--- src/bfa_pkg.sv ---
// Shared constants and types for the best-fit block allocator.
// No dependencies; compiled before every other file of the block.
package bfa_pkg;

    // Default table depth and width of a block size.
    localparam int BLOCKS_DEF    = 16;
    localparam int SIZE_BITS_DEF = 16;

    // Fixed widths of the channel fields.
    localparam int AMOUNT_W   = 16;
    localparam int INDEX_W    = 4;
    localparam int FRAG_OUT_W = 20;

    // Depth of the command queue between the front and the back.
    localparam int QUEUE_DEPTH = 2;

    // Opcode values of the command channel.
    localparam logic OP_LOAD     = 1'b0;
    localparam logic OP_ALLOCATE = 1'b1;

    // Classification that the front attaches to each queued command.
    typedef struct packed {
        logic is_alloc;
        logic zero_req;
    } cmd_flags_t;

endpackage

--- src/bfa_if.sv ---
// Channel interfaces of the best-fit block allocator: command in, result out.
// Depends on bfa_pkg for the field widths.
interface bfa_cmd_if;
    import bfa_pkg::*;

    logic                valid;
    logic                ready;
    logic                op;
    logic [AMOUNT_W-1:0] amount;

    modport source (output valid, output op, output amount, input ready);
    modport sink (input valid, input op, input amount, output ready);
endinterface

interface bfa_rsp_if;
    import bfa_pkg::*;

    logic                  valid;
    logic                  ready;
    logic                  found;
    logic [INDEX_W-1:0]    block_index;
    logic [FRAG_OUT_W-1:0] fragmentation;

    modport source (output valid, output found, output block_index, output fragmentation,
                    input ready);
    modport sink (input valid, input found, input block_index, input fragmentation,
                  output ready);
endinterface

--- src/bfa_front.sv ---
// Front end: accepts commands, masks and classifies them, and queues them.
// Depends on bfa_pkg and bfa_cmd_if.
module bfa_front #(
    parameter int SIZE_BITS = bfa_pkg::SIZE_BITS_DEF
) (
    input  logic                  clk,
    input  logic                  rst_n,
    bfa_cmd_if.sink               cmd,
    output logic                  q_valid,
    output bfa_pkg::cmd_flags_t   q_flags,
    output logic [SIZE_BITS-1:0]  q_amt,
    input  logic                  q_pop
);
    import bfa_pkg::*;

    localparam int PTR_W = (QUEUE_DEPTH > 1) ? $clog2(QUEUE_DEPTH) : 1;
    localparam int CNT_W = $clog2(QUEUE_DEPTH + 1);

    cmd_flags_t           flags_mem [QUEUE_DEPTH];
    logic [SIZE_BITS-1:0] amt_mem   [QUEUE_DEPTH];

    logic [PTR_W-1:0] wr_ptr_reg, wr_ptr_next;
    logic [PTR_W-1:0] rd_ptr_reg, rd_ptr_next;
    logic [CNT_W-1:0] cnt_reg, cnt_next;

    logic                 push;
    logic [SIZE_BITS-1:0] amt_in;
    cmd_flags_t           flags_in;

    // Only the low SIZE_BITS bits of the amount take part.
    assign amt_in            = SIZE_BITS'(cmd.amount);
    assign flags_in.is_alloc = (cmd.op == OP_ALLOCATE);
    assign flags_in.zero_req = (amt_in == '0);

    assign cmd.ready = (cnt_reg != CNT_W'(QUEUE_DEPTH));
    assign push      = cmd.valid && cmd.ready;

    assign q_valid = (cnt_reg != '0);
    assign q_flags = flags_mem[rd_ptr_reg];
    assign q_amt   = amt_mem[rd_ptr_reg];

    // Pointer and fill count update.
    always_comb
    begin
        wr_ptr_next = wr_ptr_reg;
        rd_ptr_next = rd_ptr_reg;
        cnt_next    = cnt_reg;
        if (push)
        begin
            wr_ptr_next = (wr_ptr_reg == PTR_W'(QUEUE_DEPTH - 1)) ? '0 : wr_ptr_reg + 1'b1;
        end
        if (q_pop)
        begin
            rd_ptr_next = (rd_ptr_reg == PTR_W'(QUEUE_DEPTH - 1)) ? '0 : rd_ptr_reg + 1'b1;
        end
        if (push && !q_pop)
        begin
            cnt_next = cnt_reg + 1'b1;
        end
        else if (q_pop && !push)
        begin
            cnt_next = cnt_reg - 1'b1;
        end
    end

    always_ff @(posedge clk or negedge rst_n)
    begin
        if (!rst_n)
        begin
            wr_ptr_reg <= '0;
            rd_ptr_reg <= '0;
            cnt_reg    <= '0;
        end
        else
        begin
            wr_ptr_reg <= wr_ptr_next;
            rd_ptr_reg <= rd_ptr_next;
            cnt_reg    <= cnt_next;
        end
    end

    // Queue storage holds payload only.
    always_ff @(posedge clk)
    begin
        if (push)
        begin
            flags_mem[wr_ptr_reg] <= flags_in;
            amt_mem[wr_ptr_reg]   <= amt_in;
        end
    end

endmodule

--- src/bfa_back.sv ---
// Back end: block size memory, best-fit scan, update and result register.
// Depends on bfa_pkg and bfa_rsp_if.
module bfa_back #(
    parameter int BLOCKS    = bfa_pkg::BLOCKS_DEF,
    parameter int SIZE_BITS = bfa_pkg::SIZE_BITS_DEF
) (
    input  logic                  clk,
    input  logic                  rst_n,
    input  logic                  q_valid,
    input  bfa_pkg::cmd_flags_t   q_flags,
    input  logic [SIZE_BITS-1:0]  q_amt,
    output logic                  q_pop,
    bfa_rsp_if.source             rsp
);
    import bfa_pkg::*;

    localparam int IDX_W  = (BLOCKS > 1) ? $clog2(BLOCKS) : 1;
    localparam int CNT_W  = $clog2(BLOCKS + 1);
    localparam int FRAG_W = SIZE_BITS + CNT_W;
    localparam int EXT_W  = (FRAG_W > FRAG_OUT_W) ? FRAG_W : FRAG_OUT_W + 1;

    localparam logic [2:0] S_IDLE = 3'd0;
    localparam logic [2:0] S_LOAD = 3'd1;
    localparam logic [2:0] S_SCAN = 3'd2;
    localparam logic [2:0] S_CALC = 3'd3;
    localparam logic [2:0] S_DONE = 3'd4;

    // Remaining size of each block; entries at or above the count are never read.
    logic [SIZE_BITS-1:0] size_mem [BLOCKS];
    logic [SIZE_BITS-1:0] rd_data_reg;

    logic [2:0]           state_reg, state_next;
    logic [SIZE_BITS-1:0] amt_reg, amt_next;
    logic                 zero_reg, zero_next;
    logic [CNT_W-1:0]     count_reg, count_next;
    logic [BLOCKS-1:0]    touched_reg, touched_next;
    logic [FRAG_W-1:0]    frag_reg, frag_next;
    logic [CNT_W-1:0]     iss_reg, iss_next;
    logic                 cmp_vld_reg, cmp_vld_next;
    logic [IDX_W-1:0]     cmp_idx_reg, cmp_idx_next;
    logic                 have_reg, have_next;
    logic [IDX_W-1:0]     best_reg, best_next;
    logic [SIZE_BITS-1:0] best_size_reg, best_size_next;
    logic [SIZE_BITS-1:0] diff_reg, diff_next;

    logic                  out_valid_reg;
    logic                  out_found_reg;
    logic [INDEX_W-1:0]    out_index_reg;
    logic [FRAG_OUT_W-1:0] out_frag_reg;

    logic                  out_free;
    logic                  out_load;
    logic                  res_found;
    logic [IDX_W-1:0]      res_index;
    logic                  rd_en;
    logic                  mem_we;
    logic [IDX_W-1:0]      mem_wa;
    logic [SIZE_BITS-1:0]  mem_wd;
    logic [EXT_W-1:0]      frag_ext;
    logic [FRAG_OUT_W-1:0] frag_sat;

    assign out_free = !out_valid_reg || rsp.ready;

    // Sequencer: load, or scan every loaded block and update the best fit.
    always_comb
    begin
        state_next     = state_reg;
        amt_next       = amt_reg;
        zero_next      = zero_reg;
        count_next     = count_reg;
        touched_next   = touched_reg;
        frag_next      = frag_reg;
        iss_next       = iss_reg;
        cmp_vld_next   = 1'b0;
        cmp_idx_next   = cmp_idx_reg;
        have_next      = have_reg;
        best_next      = best_reg;
        best_size_next = best_size_reg;
        diff_next      = diff_reg;
        q_pop          = 1'b0;
        rd_en          = 1'b0;
        mem_we         = 1'b0;
        mem_wa         = best_reg;
        mem_wd         = diff_reg;
        out_load       = 1'b0;
        res_found      = 1'b0;
        res_index      = '0;

        unique case (state_reg)
            S_IDLE:
            begin
                if (q_valid)
                begin
                    q_pop     = 1'b1;
                    amt_next  = q_amt;
                    zero_next = q_flags.zero_req;
                    iss_next  = '0;
                    have_next = 1'b0;
                    best_next = '0;
                    state_next = q_flags.is_alloc ? S_SCAN : S_LOAD;
                end
            end

            S_LOAD:
            begin
                if (out_free)
                begin
                    out_load = 1'b1;
                    if (count_reg != CNT_W'(BLOCKS))
                    begin
                        mem_we     = 1'b1;
                        mem_wa     = count_reg[IDX_W-1:0];
                        mem_wd     = amt_reg;
                        touched_next[count_reg[IDX_W-1:0]] = 1'b0;
                        count_next = count_reg + 1'b1;
                        res_found  = 1'b1;
                        res_index  = count_reg[IDX_W-1:0];
                    end
                    state_next = S_IDLE;
                end
            end

            S_SCAN:
            begin
                // Issue one read per cycle; compare the entry read the cycle before.
                if (iss_reg != count_reg)
                begin
                    rd_en    = 1'b1;
                    iss_next = iss_reg + 1'b1;
                end
                cmp_vld_next = rd_en;
                cmp_idx_next = iss_reg[IDX_W-1:0];
                if (cmp_vld_reg && (rd_data_reg >= amt_reg) &&
                    (!have_reg || (rd_data_reg < best_size_reg)))
                begin
                    have_next      = 1'b1;
                    best_next      = cmp_idx_reg;
                    best_size_next = rd_data_reg;
                end
                if ((iss_reg == count_reg) && !cmp_vld_reg)
                begin
                    state_next = S_CALC;
                end
            end

            S_CALC:
            begin
                diff_next  = best_size_reg - amt_reg;
                state_next = S_DONE;
            end

            S_DONE:
            begin
                if (out_free)
                begin
                    out_load  = 1'b1;
                    res_found = have_reg;
                    res_index = have_reg ? best_reg : '0;
                    if (have_reg && !zero_reg)
                    begin
                        mem_we = 1'b1;
                        if (touched_reg[best_reg])
                        begin
                            frag_next = frag_reg - FRAG_W'(amt_reg);
                        end
                        else
                        begin
                            frag_next = frag_reg + FRAG_W'(diff_reg);
                            touched_next[best_reg] = 1'b1;
                        end
                    end
                    state_next = S_IDLE;
                end
            end

            default:
            begin
                state_next = S_IDLE;
            end
        endcase
    end

    // Saturate the running total to the width of the result field.
    assign frag_ext = EXT_W'(frag_next);
    assign frag_sat = (|frag_ext[EXT_W-1:FRAG_OUT_W]) ? '1 : frag_ext[FRAG_OUT_W-1:0];

    // Control state.
    always_ff @(posedge clk or negedge rst_n)
    begin
        if (!rst_n)
        begin
            state_reg     <= S_IDLE;
            count_reg     <= '0;
            touched_reg   <= '0;
            frag_reg      <= '0;
            iss_reg       <= '0;
            cmp_vld_reg   <= 1'b0;
            have_reg      <= 1'b0;
            out_valid_reg <= 1'b0;
        end
        else
        begin
            state_reg   <= state_next;
            count_reg   <= count_next;
            touched_reg <= touched_next;
            frag_reg    <= frag_next;
            iss_reg     <= iss_next;
            cmp_vld_reg <= cmp_vld_next;
            have_reg    <= have_next;
            if (out_load)
            begin
                out_valid_reg <= 1'b1;
            end
            else if (rsp.ready)
            begin
                out_valid_reg <= 1'b0;
            end
        end
    end

    // Payload registers.
    always_ff @(posedge clk)
    begin
        amt_reg       <= amt_next;
        zero_reg      <= zero_next;
        cmp_idx_reg   <= cmp_idx_next;
        best_reg      <= best_next;
        best_size_reg <= best_size_next;
        diff_reg      <= diff_next;
        if (out_load)
        begin
            out_found_reg <= res_found;
            out_index_reg <= INDEX_W'(res_index);
            out_frag_reg  <= frag_sat;
        end
    end

    // Size memory: one write port, one registered read port.
    always_ff @(posedge clk)
    begin
        if (mem_we)
        begin
            size_mem[mem_wa] <= mem_wd;
        end
        if (rd_en)
        begin
            rd_data_reg <= size_mem[iss_reg[IDX_W-1:0]];
        end
    end

    assign rsp.valid         = out_valid_reg;
    assign rsp.found         = out_found_reg;
    assign rsp.block_index   = out_index_reg;
    assign rsp.fragmentation = out_frag_reg;

endmodule

--- src/best_fit_block_allocator.sv ---
// A load passes the back end through the idle and load states; an allocate over the loaded
// blocks passes through idle, scan, calc and done, its length set by the serial scan
// through the single read port of the block size memory. The result is registered and
// shows in the cycle after the last step.
// A two-entry command queue keeps accepting, until it is full, while the back end works or a result waits.
// Reset (rst_n low, asynchronous) empties the table and the queue, clears fragmentation and the touched flags.
module best_fit_block_allocator #(
    parameter int BLOCKS    = bfa_pkg::BLOCKS_DEF,
    parameter int SIZE_BITS = bfa_pkg::SIZE_BITS_DEF
) (
    input  logic       clk,
    input  logic       rst_n,
    bfa_cmd_if.sink    cmd,
    bfa_rsp_if.source  rsp
);
    import bfa_pkg::*;

    logic                 q_valid;
    cmd_flags_t           q_flags;
    logic [SIZE_BITS-1:0] q_amt;
    logic                 q_pop;

    // Command intake and queue.
    bfa_front #(
        .SIZE_BITS (SIZE_BITS)
    ) u_front (
        .clk     (clk),
        .rst_n   (rst_n),
        .cmd     (cmd),
        .q_valid (q_valid),
        .q_flags (q_flags),
        .q_amt   (q_amt),
        .q_pop   (q_pop)
    );

    // Table, scan and result.
    bfa_back #(
        .BLOCKS    (BLOCKS),
        .SIZE_BITS (SIZE_BITS)
    ) u_back (
        .clk     (clk),
        .rst_n   (rst_n),
        .q_valid (q_valid),
        .q_flags (q_flags),
        .q_amt   (q_amt),
        .q_pop   (q_pop),
        .rsp     (rsp)
    );

endmodule

--- src/flat_wrapper.sv ---
// flat-port wrapper written by rule: the top's interface ports become plain ports
module best_fit_block_allocator_flat import bfa_pkg::*;
#(
    parameter int BLOCKS    = bfa_pkg::BLOCKS_DEF,
    parameter int SIZE_BITS = bfa_pkg::SIZE_BITS_DEF
)
  (clk, rst_n, cmd_valid, cmd_op, cmd_amount, cmd_ready, rsp_valid, rsp_found, rsp_block_index, rsp_fragmentation, rsp_ready);
  bfa_cmd_if cmd_i ();
  bfa_rsp_if rsp_i ();
  input  logic clk;
  input  logic rst_n;
  input wire logic [$bits(cmd_i.valid)-1:0] cmd_valid;
  input wire logic [$bits(cmd_i.op)-1:0] cmd_op;
  input wire logic [$bits(cmd_i.amount)-1:0] cmd_amount;
  output wire logic [$bits(cmd_i.ready)-1:0] cmd_ready;
  output wire logic [$bits(rsp_i.valid)-1:0] rsp_valid;
  output wire logic [$bits(rsp_i.found)-1:0] rsp_found;
  output wire logic [$bits(rsp_i.block_index)-1:0] rsp_block_index;
  output wire logic [$bits(rsp_i.fragmentation)-1:0] rsp_fragmentation;
  input wire logic [$bits(rsp_i.ready)-1:0] rsp_ready;
  assign cmd_i.valid = cmd_valid;
  assign cmd_i.op = cmd_op;
  assign cmd_i.amount = cmd_amount;
  assign cmd_ready = cmd_i.ready;
  assign rsp_valid = rsp_i.valid;
  assign rsp_found = rsp_i.found;
  assign rsp_block_index = rsp_i.block_index;
  assign rsp_fragmentation = rsp_i.fragmentation;
  assign rsp_i.ready = rsp_ready;
  best_fit_block_allocator #(.BLOCKS(BLOCKS), .SIZE_BITS(SIZE_BITS)) u_core (.clk(clk), .rst_n(rst_n), .cmd(cmd_i), .rsp(rsp_i));
endmodule
--- config.mk ---
export PLATFORM = sky130hd
export DESIGN_NAME = best_fit_block_allocator_flat
export DESIGN_NICKNAME = d
export VERILOG_FILES = /design/src/bfa_pkg.sv /design/src/bfa_if.sv /design/src/bfa_front.sv /design/src/bfa_back.sv /design/src/best_fit_block_allocator.sv /design/src/flat_wrapper.sv
export SDC_FILE = /design/constraint.sdc
export NUM_CORES = 1
export LEC_CHECK = 0
export BUFFER_PORTS_ARGS = -buffer_cell sky130_fd_sc_hd__buf_4
export CELL_PAD_IN_SITES_DETAIL_PLACEMENT = 1
export CELL_PAD_IN_SITES_GLOBAL_PLACEMENT = 1
export CORE_ASPECT_RATIO = 0.75
export CORE_MARGIN = 1
export CORE_UTILIZATION = 53
export CTS_CLUSTER_SIZE = 14
export DETAILED_ROUTE_END_ITERATION = 12
export HOLD_SLACK_MARGIN = 0.03
export PLACE_DENSITY_LB_ADDON = 0.1
export SLEW_MARGIN = 20
export SYNTH_ARGS = -nofsm -noshare
export SYNTH_HDL_FRONTEND = slang
export SYNTH_SLANG_ARGS = --single-unit
--- constraint.sdc ---
create_clock -name clk -period 6.4 [get_ports clk]
set_clock_uncertainty 0.15 [all_clocks]
set_input_delay 1.28 -clock clk [delete_from_list [all_inputs] [get_ports clk]]
set_output_delay 1.28 -clock clk [all_outputs]
set_load 0.03 [all_outputs]
==> flow_metrics.tcl, run 1 <==
set metrics [dict create \
    ys_seq_area_share_pct 66.6 \
    crit_type "reg2reg" \
    drv_cap 0 \
    synth_area_sq_um 19700 \
    wl_mm 47.4 \
    grt_max_degree 65 \
    diodes 0 \
    grt_pass1_wl_mm 72.6 \
    drtIter0Drc 868 \
    rrSetupSlack_ns 1.20 \
    largest_register_ffs 256 \
    layout.nets 1457 \
    insertion_delay_ns 0.56 \
    p_sw_share_pct 34.7 \
    cts.clk_slew.worst_paths_ns 0.07 \
    final.setup.worst_slack_ns 1.20 \
    reg2reg_depth 18 \
    cp_max_fo 35 \
    relSlewSlack_pct 29.6 \
    worst_slew_pin_slew_ns 1.06 \
    postLayoutCoreUtil_pct 61.6 \
    final-hold-violation-count 0 \
    critical_path_arrival_ns 5.35 \
    drc 0 \
    finalSetupViolCount 0 \
    clockBufferDepth 3 \
    synth_edf_count 390 \
    cts.hold.buffers_added 0 \
    clockPowerShare_pct 23.6 \
    groute.usage.overall_pct 25.9 \
    powerDensity_nw_per_um2 474 \
    coreArea_sq_um 36300 \
    avgSynthCellArea_sq_um 15.5 \
    p_int_mw 6.91 \
    rsz0062_at_grt "false" \
    yosysWarnings 0 \
    netlist.top_cell.by_area "edfxtp_1" \
    ys_seq_elements 447 \
    switchingPower_mw 3.67 \
    drive_above_1_share_pct 20.8 \
    hold_depth 2 \
    synth_top_area_share_pct 59.4 \
    synth_area_leaders "edfxtp_1 (59%), mux4_2 (9.6%), dfrtp_1 (7.2%), ha_1 (4.6%), nand2_1 (2.2%)" \
    min_period_ns 5.20 \
    die_w_um 225 \
    start_util_pct 54.4 \
    hp-class "reg2reg" \
    r2r-end "u_core.u_back.rsp.fragmentation[8]" \
    r2r_start "u_core.u_back.best_reg[0]" \
    cts_tree "built" \
    tns_ns 0 \
    cts_resized 0 \
    avgRoutedWirePerCell_um 25.1 \
    die_y_um 169 \
    maxSlewViolCount 0 \
    vias_per_cell 5.95 \
    gp_congestion 0.817 \
    finalPower_mw 10.6 \
    grt_pass1_vias 11729 \
    worstSetupStartpointType "flop" \
    dr.pass1.iters 5 \
    dp_hpwl_mm 32.1 \
    area_growth_pct 13.2 \
    fillCellCount 3307 \
    pin_count 48 \
    vdd_ir_drop_max_mv 0.302 \
    min_period_over_period_pct 81.2 \
    total_leakage_power_nw 8.18 \
    post_cts_buffers 0 \
    cp.required_ns 6.55 \
    p_seq_share_pct 43.7 \
    hold_end "u_core.u_back.touched_reg[6]" \
    cts-root-buf "clkbuf_16" \
    grt_overflow 0 \
    ys_async_sr_fraction_pct 12.8 \
    clkSinkCount 447 \
    status "finished clean" \
    port_buffers 47 \
    ys_types 61 \
    dieArea_sq_um 38000 \
    rows 60 \
    synthCells 1273 \
    synthFlopType "edfxtp_1" \
    antenna_left 0 \
    min_from "u_core.u_back.touched_reg[6]" \
    combinationalPowerShare_pct 32.7 \
    cts_made_buffers 44 \
    antenna_found_initial 0 \
    synthesis.nets 1369 \
    pre_cts_ws_ns 1.19 \
    endpoint_kind "flop" \
    via_count 11250 \
    clock.fmax_mhz 192 \
    htree_levels 2 \
]
-- kinds of logic (layout without fill, tap and decap cells) --
group                      after synthesis  count (layout)  share of synthesized area, %
AOI/OAI and AO/OA                      192             192                          5.93
xor gates and xnor gates                58              58                          2.61
adders and majority gates               75              75                          4.84
buffers and inverters                  103             225                          2.01
DFF                                    447             447                          66.6
muxes                                  111             111                          11.2
and+or+nand+nor                        287             287                          6.81
-- worst max-delay path, stage by stage (launching register included) --
cell,delay (ns)
edfxtp_1,0.59
mux4_2,0.57
mux2_2,0.33
mux2i_4,0.16
buf_4,0.35
mux2_2,0.38
ha_1,0.19
inv_1,0.07
fa_1,0.23
a211oi_1,0.12
o21bai_1,0.19
a21oi_1,0.16
o21ai_0,0.25
nand3_1,0.14
a2111o_1,0.45
nand3_2,0.10
xnor2_2,0.10
buf_4,0.27
nand3_1,0.12
-- cells in the mapped netlist (all sizes together) (23+ instances only) --
cell and n:
clkbuf 39, nand2b 32, mux4 84, mux2 24
nand2 113, edfxtp 390, ha 73, inv 52
xor2 23, dfrtp 57, xnor2 35, a21oi 46
o21ai 73, nor2 64
-- layer usage --
layer  global-route usage [%]  wire length, um  share of wire, %  vias to the layer above
met5                        0                0                 0                        -
met1                     39.4            22500                47                     5855
met2                     39.5            21600                46                      288
li1                         -                -                 -                     5050
met4                     5.32              751               1.6                        0
met3                     4.76             2630               5.6                       57
-- per-stage QoR --
step / hold slack [ns] / instance area (sq um) / std cells
after floorplan: 0.270 / 19700 / 1273
after global placement: 0.308 / 20900 / 1811
after detailed placement: 0.318 / 20900 / 1811
after CTS: 0.342 / 22300 / 1891
after global routing: 0.370 / 22300 / 1891
final: 0.341 / 22300 / 1891
-- area by class of cell --
cell class / instances / area, sq um / share of cell area, %
sequential: 447 / 13100 / 58.9
timing repair buffer: 93 / 698 / 3.13
inverter: 52 / 195 / 0.875
tap: 496 / 621 / 2.78
clock buffer: 54 / 1140 / 5.10
multi-input combinational: 723 / 6290 / 28.2
clock inverter: 26 / 238 / 1.07
-- worst max-delay path by stage --
| stage | startpoint | slack (ns) | cells past startpoint | endpoint |
|---|---|---|---|---|
| 2_1_floorplan | u_core.u_back.best_reg[0] | 1.85 | 17 | u_core.u_back.rsp.fragmentation[19] |
| 6_report | u_core.u_back.best_reg[0] | 1.20 | 18 | u_core.u_back.rsp.fragmentation[8] |
| 3_3_place_gp | u_core.u_back.best_reg[0] | 1.33 | 18 | u_core.u_back.rsp.fragmentation[18] |
| 3_5_place_dp | u_core.u_back.best_reg[0] | 1.19 | 18 | u_core.u_back.rsp.fragmentation[18] |
| 4_1_cts | u_core.u_back.best_reg[0] | 1.17 | 18 | u_core.u_back.rsp.fragmentation[18] |
| 5_1_grt | u_core.u_back.best_reg[0] | 0.86 | 18 | u_core.u_back.rsp.fragmentation[8] |
-- power by group through the flow --
stage | Combinational (mW) | Clock (mW) | Sequential [mW]
finish | 3.46 | 2.49 | 4.62
CTS | 3.46 | 2.53 | 4.62
global route | 3.78 | 2.62 | 4.69
detailed placement | 3.44 | 0 | 4.67
global placement | 3.31 | 0 | 4.65
floorplan | 2.27 | 0 | 4.52
-- layout by cell type (no fill, tap or decap), types with 6 or more instances in the layout --
master	netlist	final
nor2_4	0	8
nor4_1	7	7
nand3_1	11	11
a21boi_0	6	6
buf_4	1	93
clkinv_1	0	9
nor2_2	0	8
a21oi_1	46	46
mux4_2	84	84
ha_1	73	73
edfxtp_1	390	390
nand4_1	10	10
inv_1	52	52
o21a_1	6	6
o21ai_0	71	71
nor2_1	64	48
dfrtp_1	57	55
nand2_1	113	113
and3_1	11	11
clkbuf_1	39	10
xnor2_1	34	34
nand2b_1	32	32
a21o_1	16	16
clkbuf_16	0	44
mux2_2	24	24
xor2_1	23	23
nor3_1	12	12
clkinv_2	0	7
nor2b_1	8	7
a31oi_1	10	10
Note: power is estimated with default switching activity, not from simulation.
==> run 2: changes to the inputs <==
Settings changed: ABC_AREA set to 1, CORE_UTILIZATION 53 to 45.
Clock period 6.4 ns to 4.2 ns, I/O delays scaled along.
==> run 2 against run 1 <==
- via count is 36% higher
- non-clock buffer count is 17 higher
- maximum frequency is 34% higher
- core utilization is 9.6 points lower
- critical path depth is 4 higher
- global-route usage is 0.43 points lower
- final area is 7.4% higher
- worst setup slack worse by 0.89 ns
- register-to-register slack worse by 0.89 ns
- sequential power is 50% higher
- hold slack worse by 0.14 ns
- sequential share of layout area is 4.0 points lower
==> flow_metrics.tcl, run 2 <==
set metrics [dict create \
    clock.fmax_mhz 257 \
    drv_cap 0 \
    fillCellCount 5034 \
    dr.pass1.iters 5 \
    port_buffers 47 \
    synth_edf_count 390 \
    wl_mm 60.1 \
    via_count 15314 \
    tns_ns 0 \
    final-hold-violation-count 0 \
    clockBufferDepth 3 \
    cp_max_fo 4 \
    gp_congestion 0.883 \
    yosysMostFrequentCell "nand2_1" \
    antenna_left 0 \
    area_growth_pct 13.5 \
    vias_per_cell 5.51 \
    worstSetupStartpointType "flop" \
    dp_hpwl_mm 40.9 \
    start_util_pct 45.8 \
    largest_register_ffs 256 \
    crit_type "reg2reg" \
    clkSinkCount 447 \
    pre_cts_ws_ns 0.0561 \
    rsz0062_at_grt "false" \
    drtIter0Drc 1108 \
    cts.clk_slew.worst_paths_ns 0.06 \
    rrSetupSlack_ns 0.31 \
    r2r_start "u_core.u_back.diff_reg[0]" \
    diodes 0 \
    status "finished clean" \
    grt_overflow 0 \
    synth_area_leaders "edfxtp_1 (55%), nand2_1 (7.1%), dfrtp_1 (6.8%), o21ai_0 (5.1%), nor2_1 (4.4%)" \
    coreArea_sq_um 46100 \
    insertion_delay_ns 0.60 \
    avgSynthCellArea_sq_um 10.4 \
    die_y_um 190 \
    dieArea_sq_um 47800 \
    drc 0 \
    finalSetupViolCount 0 \
    postLayoutCoreUtil_pct 52.0 \
    slowest_stage "edfxtp_1" \
    cts.hold.buffers_added 0 \
    groute.usage.overall_pct 25.5 \
    min_period_ns 3.89 \
    drive_above_1_share_pct 11.9 \
    total_leakage_power_nw 9.76 \
    htree_levels 2 \
    ys_seq_elements 447 \
    cts-root-buf "clkbuf_16" \
    grt_pass1_vias 15626 \
    path_cells "inv_1 -> ha_1 -> nand2_1 -> nor2_2 -> nand2_2 -> nor2_4 -> inv_1 -> nor2_2 -> nand2_1 -> xnor2_1 -> nand2_1 -> o21ai_0 -> ha_1 -> nand2_1 -> inv_1 -> nand2_1 -> nor2_1 -> nand4_1 -> nand4_1 -> nand3_1 -> nand2_1 -> nand3_2" \
    pin_count 48 \
    dp.cells 2685 \
    netlist.top_cell.by_area "edfxtp_1" \
    rows 68 \
    critical_path_arrival_ns 4.06 \
    worst_path_most_repeated_cell "nand2_1" \
    hp-class "in2async" \
    synth_top_area_share_pct 55.5 \
    cts_tree "built" \
    instances_no_fill 2777 \
    r2r-end "u_core.u_back.rsp.fragmentation[18]" \
    reg2reg_depth 22 \
    synthCells 2026 \
    synth_common_cells "nand2_1 (401), edfxtp_1 (390), nor2_1 (246)" \
    relSlewSlack_pct 31.8 \
    yosysWarnings 0 \
    cp.required_ns 4.38 \
    synthesis.nets 2122 \
    grt_max_degree 73 \
    min_period_over_period_pct 92.5 \
    ys_async_sr_fraction_pct 12.8 \
    cts_made_buffers 46 \
    die_w_um 252 \
    maxSlewViolCount 0 \
    vdd_ir_drop_max_mv 0.388 \
    synthFlopType "edfxtp_1" \
    powerDensity_nw_per_um2 751 \
    avgRoutedWirePerCell_um 21.6 \
    final.setup.worst_slack_ns 0.314 \
    synth_area_sq_um 21100 \
    worst_slew_pin_slew_ns 1.02 \
    ys_types 47 \
    antenna_found_initial 0 \
    ys_seq_area_share_pct 62.2 \
    final_cell_mix "nand2_1 (400), edfxtp_1 (390), nor2_1 (228), o21ai_0 (216), inv_1 (188)" \
    endpoint_kind "flop" \
    layout.nets 2205 \
    max_stage_delay_ns 0.44 \
    grt_pass1_wl_mm 92.2 \
    final_common_cell "nand2_1" \
]
-- run 2: layout make-up --
class	instances	area, sq um	area share [%]
sequential	447	13100	54.8
tap	630	788	3.29
clock buffer	62	1250	5.23
multi-input combinational	1307	6960	29.0
clock inverter	24	170	0.710
inverter	197	741	3.09
timing repair buffer	110	913	3.81
-- run 2: worst max-delay path, delay by kind of cell (launching register included) --
family / cells / cell delay (ns)
buffers and inverters: 3 / 0.25
AND/OR/NAND/NOR: 15 / 2.06
flip-flops: 1 / 0.44
XOR/XNOR: 1 / 0.12
adder cells (fa/ha/maj): 2 / 0.52
AO/OA/AOI/OAI: 1 / 0.09
-- run 2: per-layer routing --
layer / routed length [um] / up-vias / part of all wire (%) / track usage, %
li1: - / 7159 / - / -
met1: 30000 / 7745 / 50 / 38.9
met2: 26100 / 335 / 43 / 38.4
met3: 2970 / 75 / 4.9 / 3.60
met4: 1020 / 0 / 1.7 / 6.08
met5: 0 / - / 0 / 0
-- run 2: worst max path at each step --
stage / startpoint / endpoint / slack (ns) / depth (start not counted)
6_report: u_core.u_back.diff_reg[0] / u_core.u_back.rsp.fragmentation[18] / 0.31 / 22
4_1_cts: u_core.u_back.best_reg[0] / u_core.u_back.rsp.fragmentation[1] / 0.05 / 22
5_1_grt: u_core.u_back.best_reg[0] / u_core.u_back.rsp.fragmentation[1] / 0.002 / 24
2_1_floorplan: u_core.u_back.best_reg[0] / u_core.u_back.rsp.fragmentation[4] / 0.82 / 23
3_5_place_dp: u_core.u_back.best_reg[0] / u_core.u_back.rsp.fragmentation[1] / 0.06 / 22
3_3_place_gp: u_core.u_back.best_reg[0] / u_core.u_back.rsp.fragmentation[19] / 0.19 / 20
-- run 2: through the flow --
stage	hold WS [ns]	power, mW	area, sq um
after floorplan	0.270	11.4	21100
after global placement	0.322	13.7	22500
after detailed placement	0.327	14.0	22500
after CTS	0.210	18.0	23900
after global routing	0.247	19.1	24000
final	0.198	18.0	24000
-- run 2: repair_timing --
action	4_1_cts	5_1_grt
resized for setup	0	8
buffers inserted	0	5
endpoints found under the setup margin	0	28
-- run 2: where the power goes --
part | switching (mW) | internal [mW]
registers | 0.594 | 6.35
logic | 4.94 | 2.15
clock network | 1.78 | 2.17
-- run 2: kinds of logic after synthesis --
| group | count (synthesis) | synth area share, % |
|---|---|---|
| AOI/OAI and AO/OA | 389 | 10.2 |
| xor gates and xnor gates | 42 | 1.74 |
| adders and majority gates | 75 | 4.52 |
| buffers and inverters | 273 | 5.19 |
| DFF | 447 | 62.2 |
| and+or+nand+nor | 800 | 16.1 |
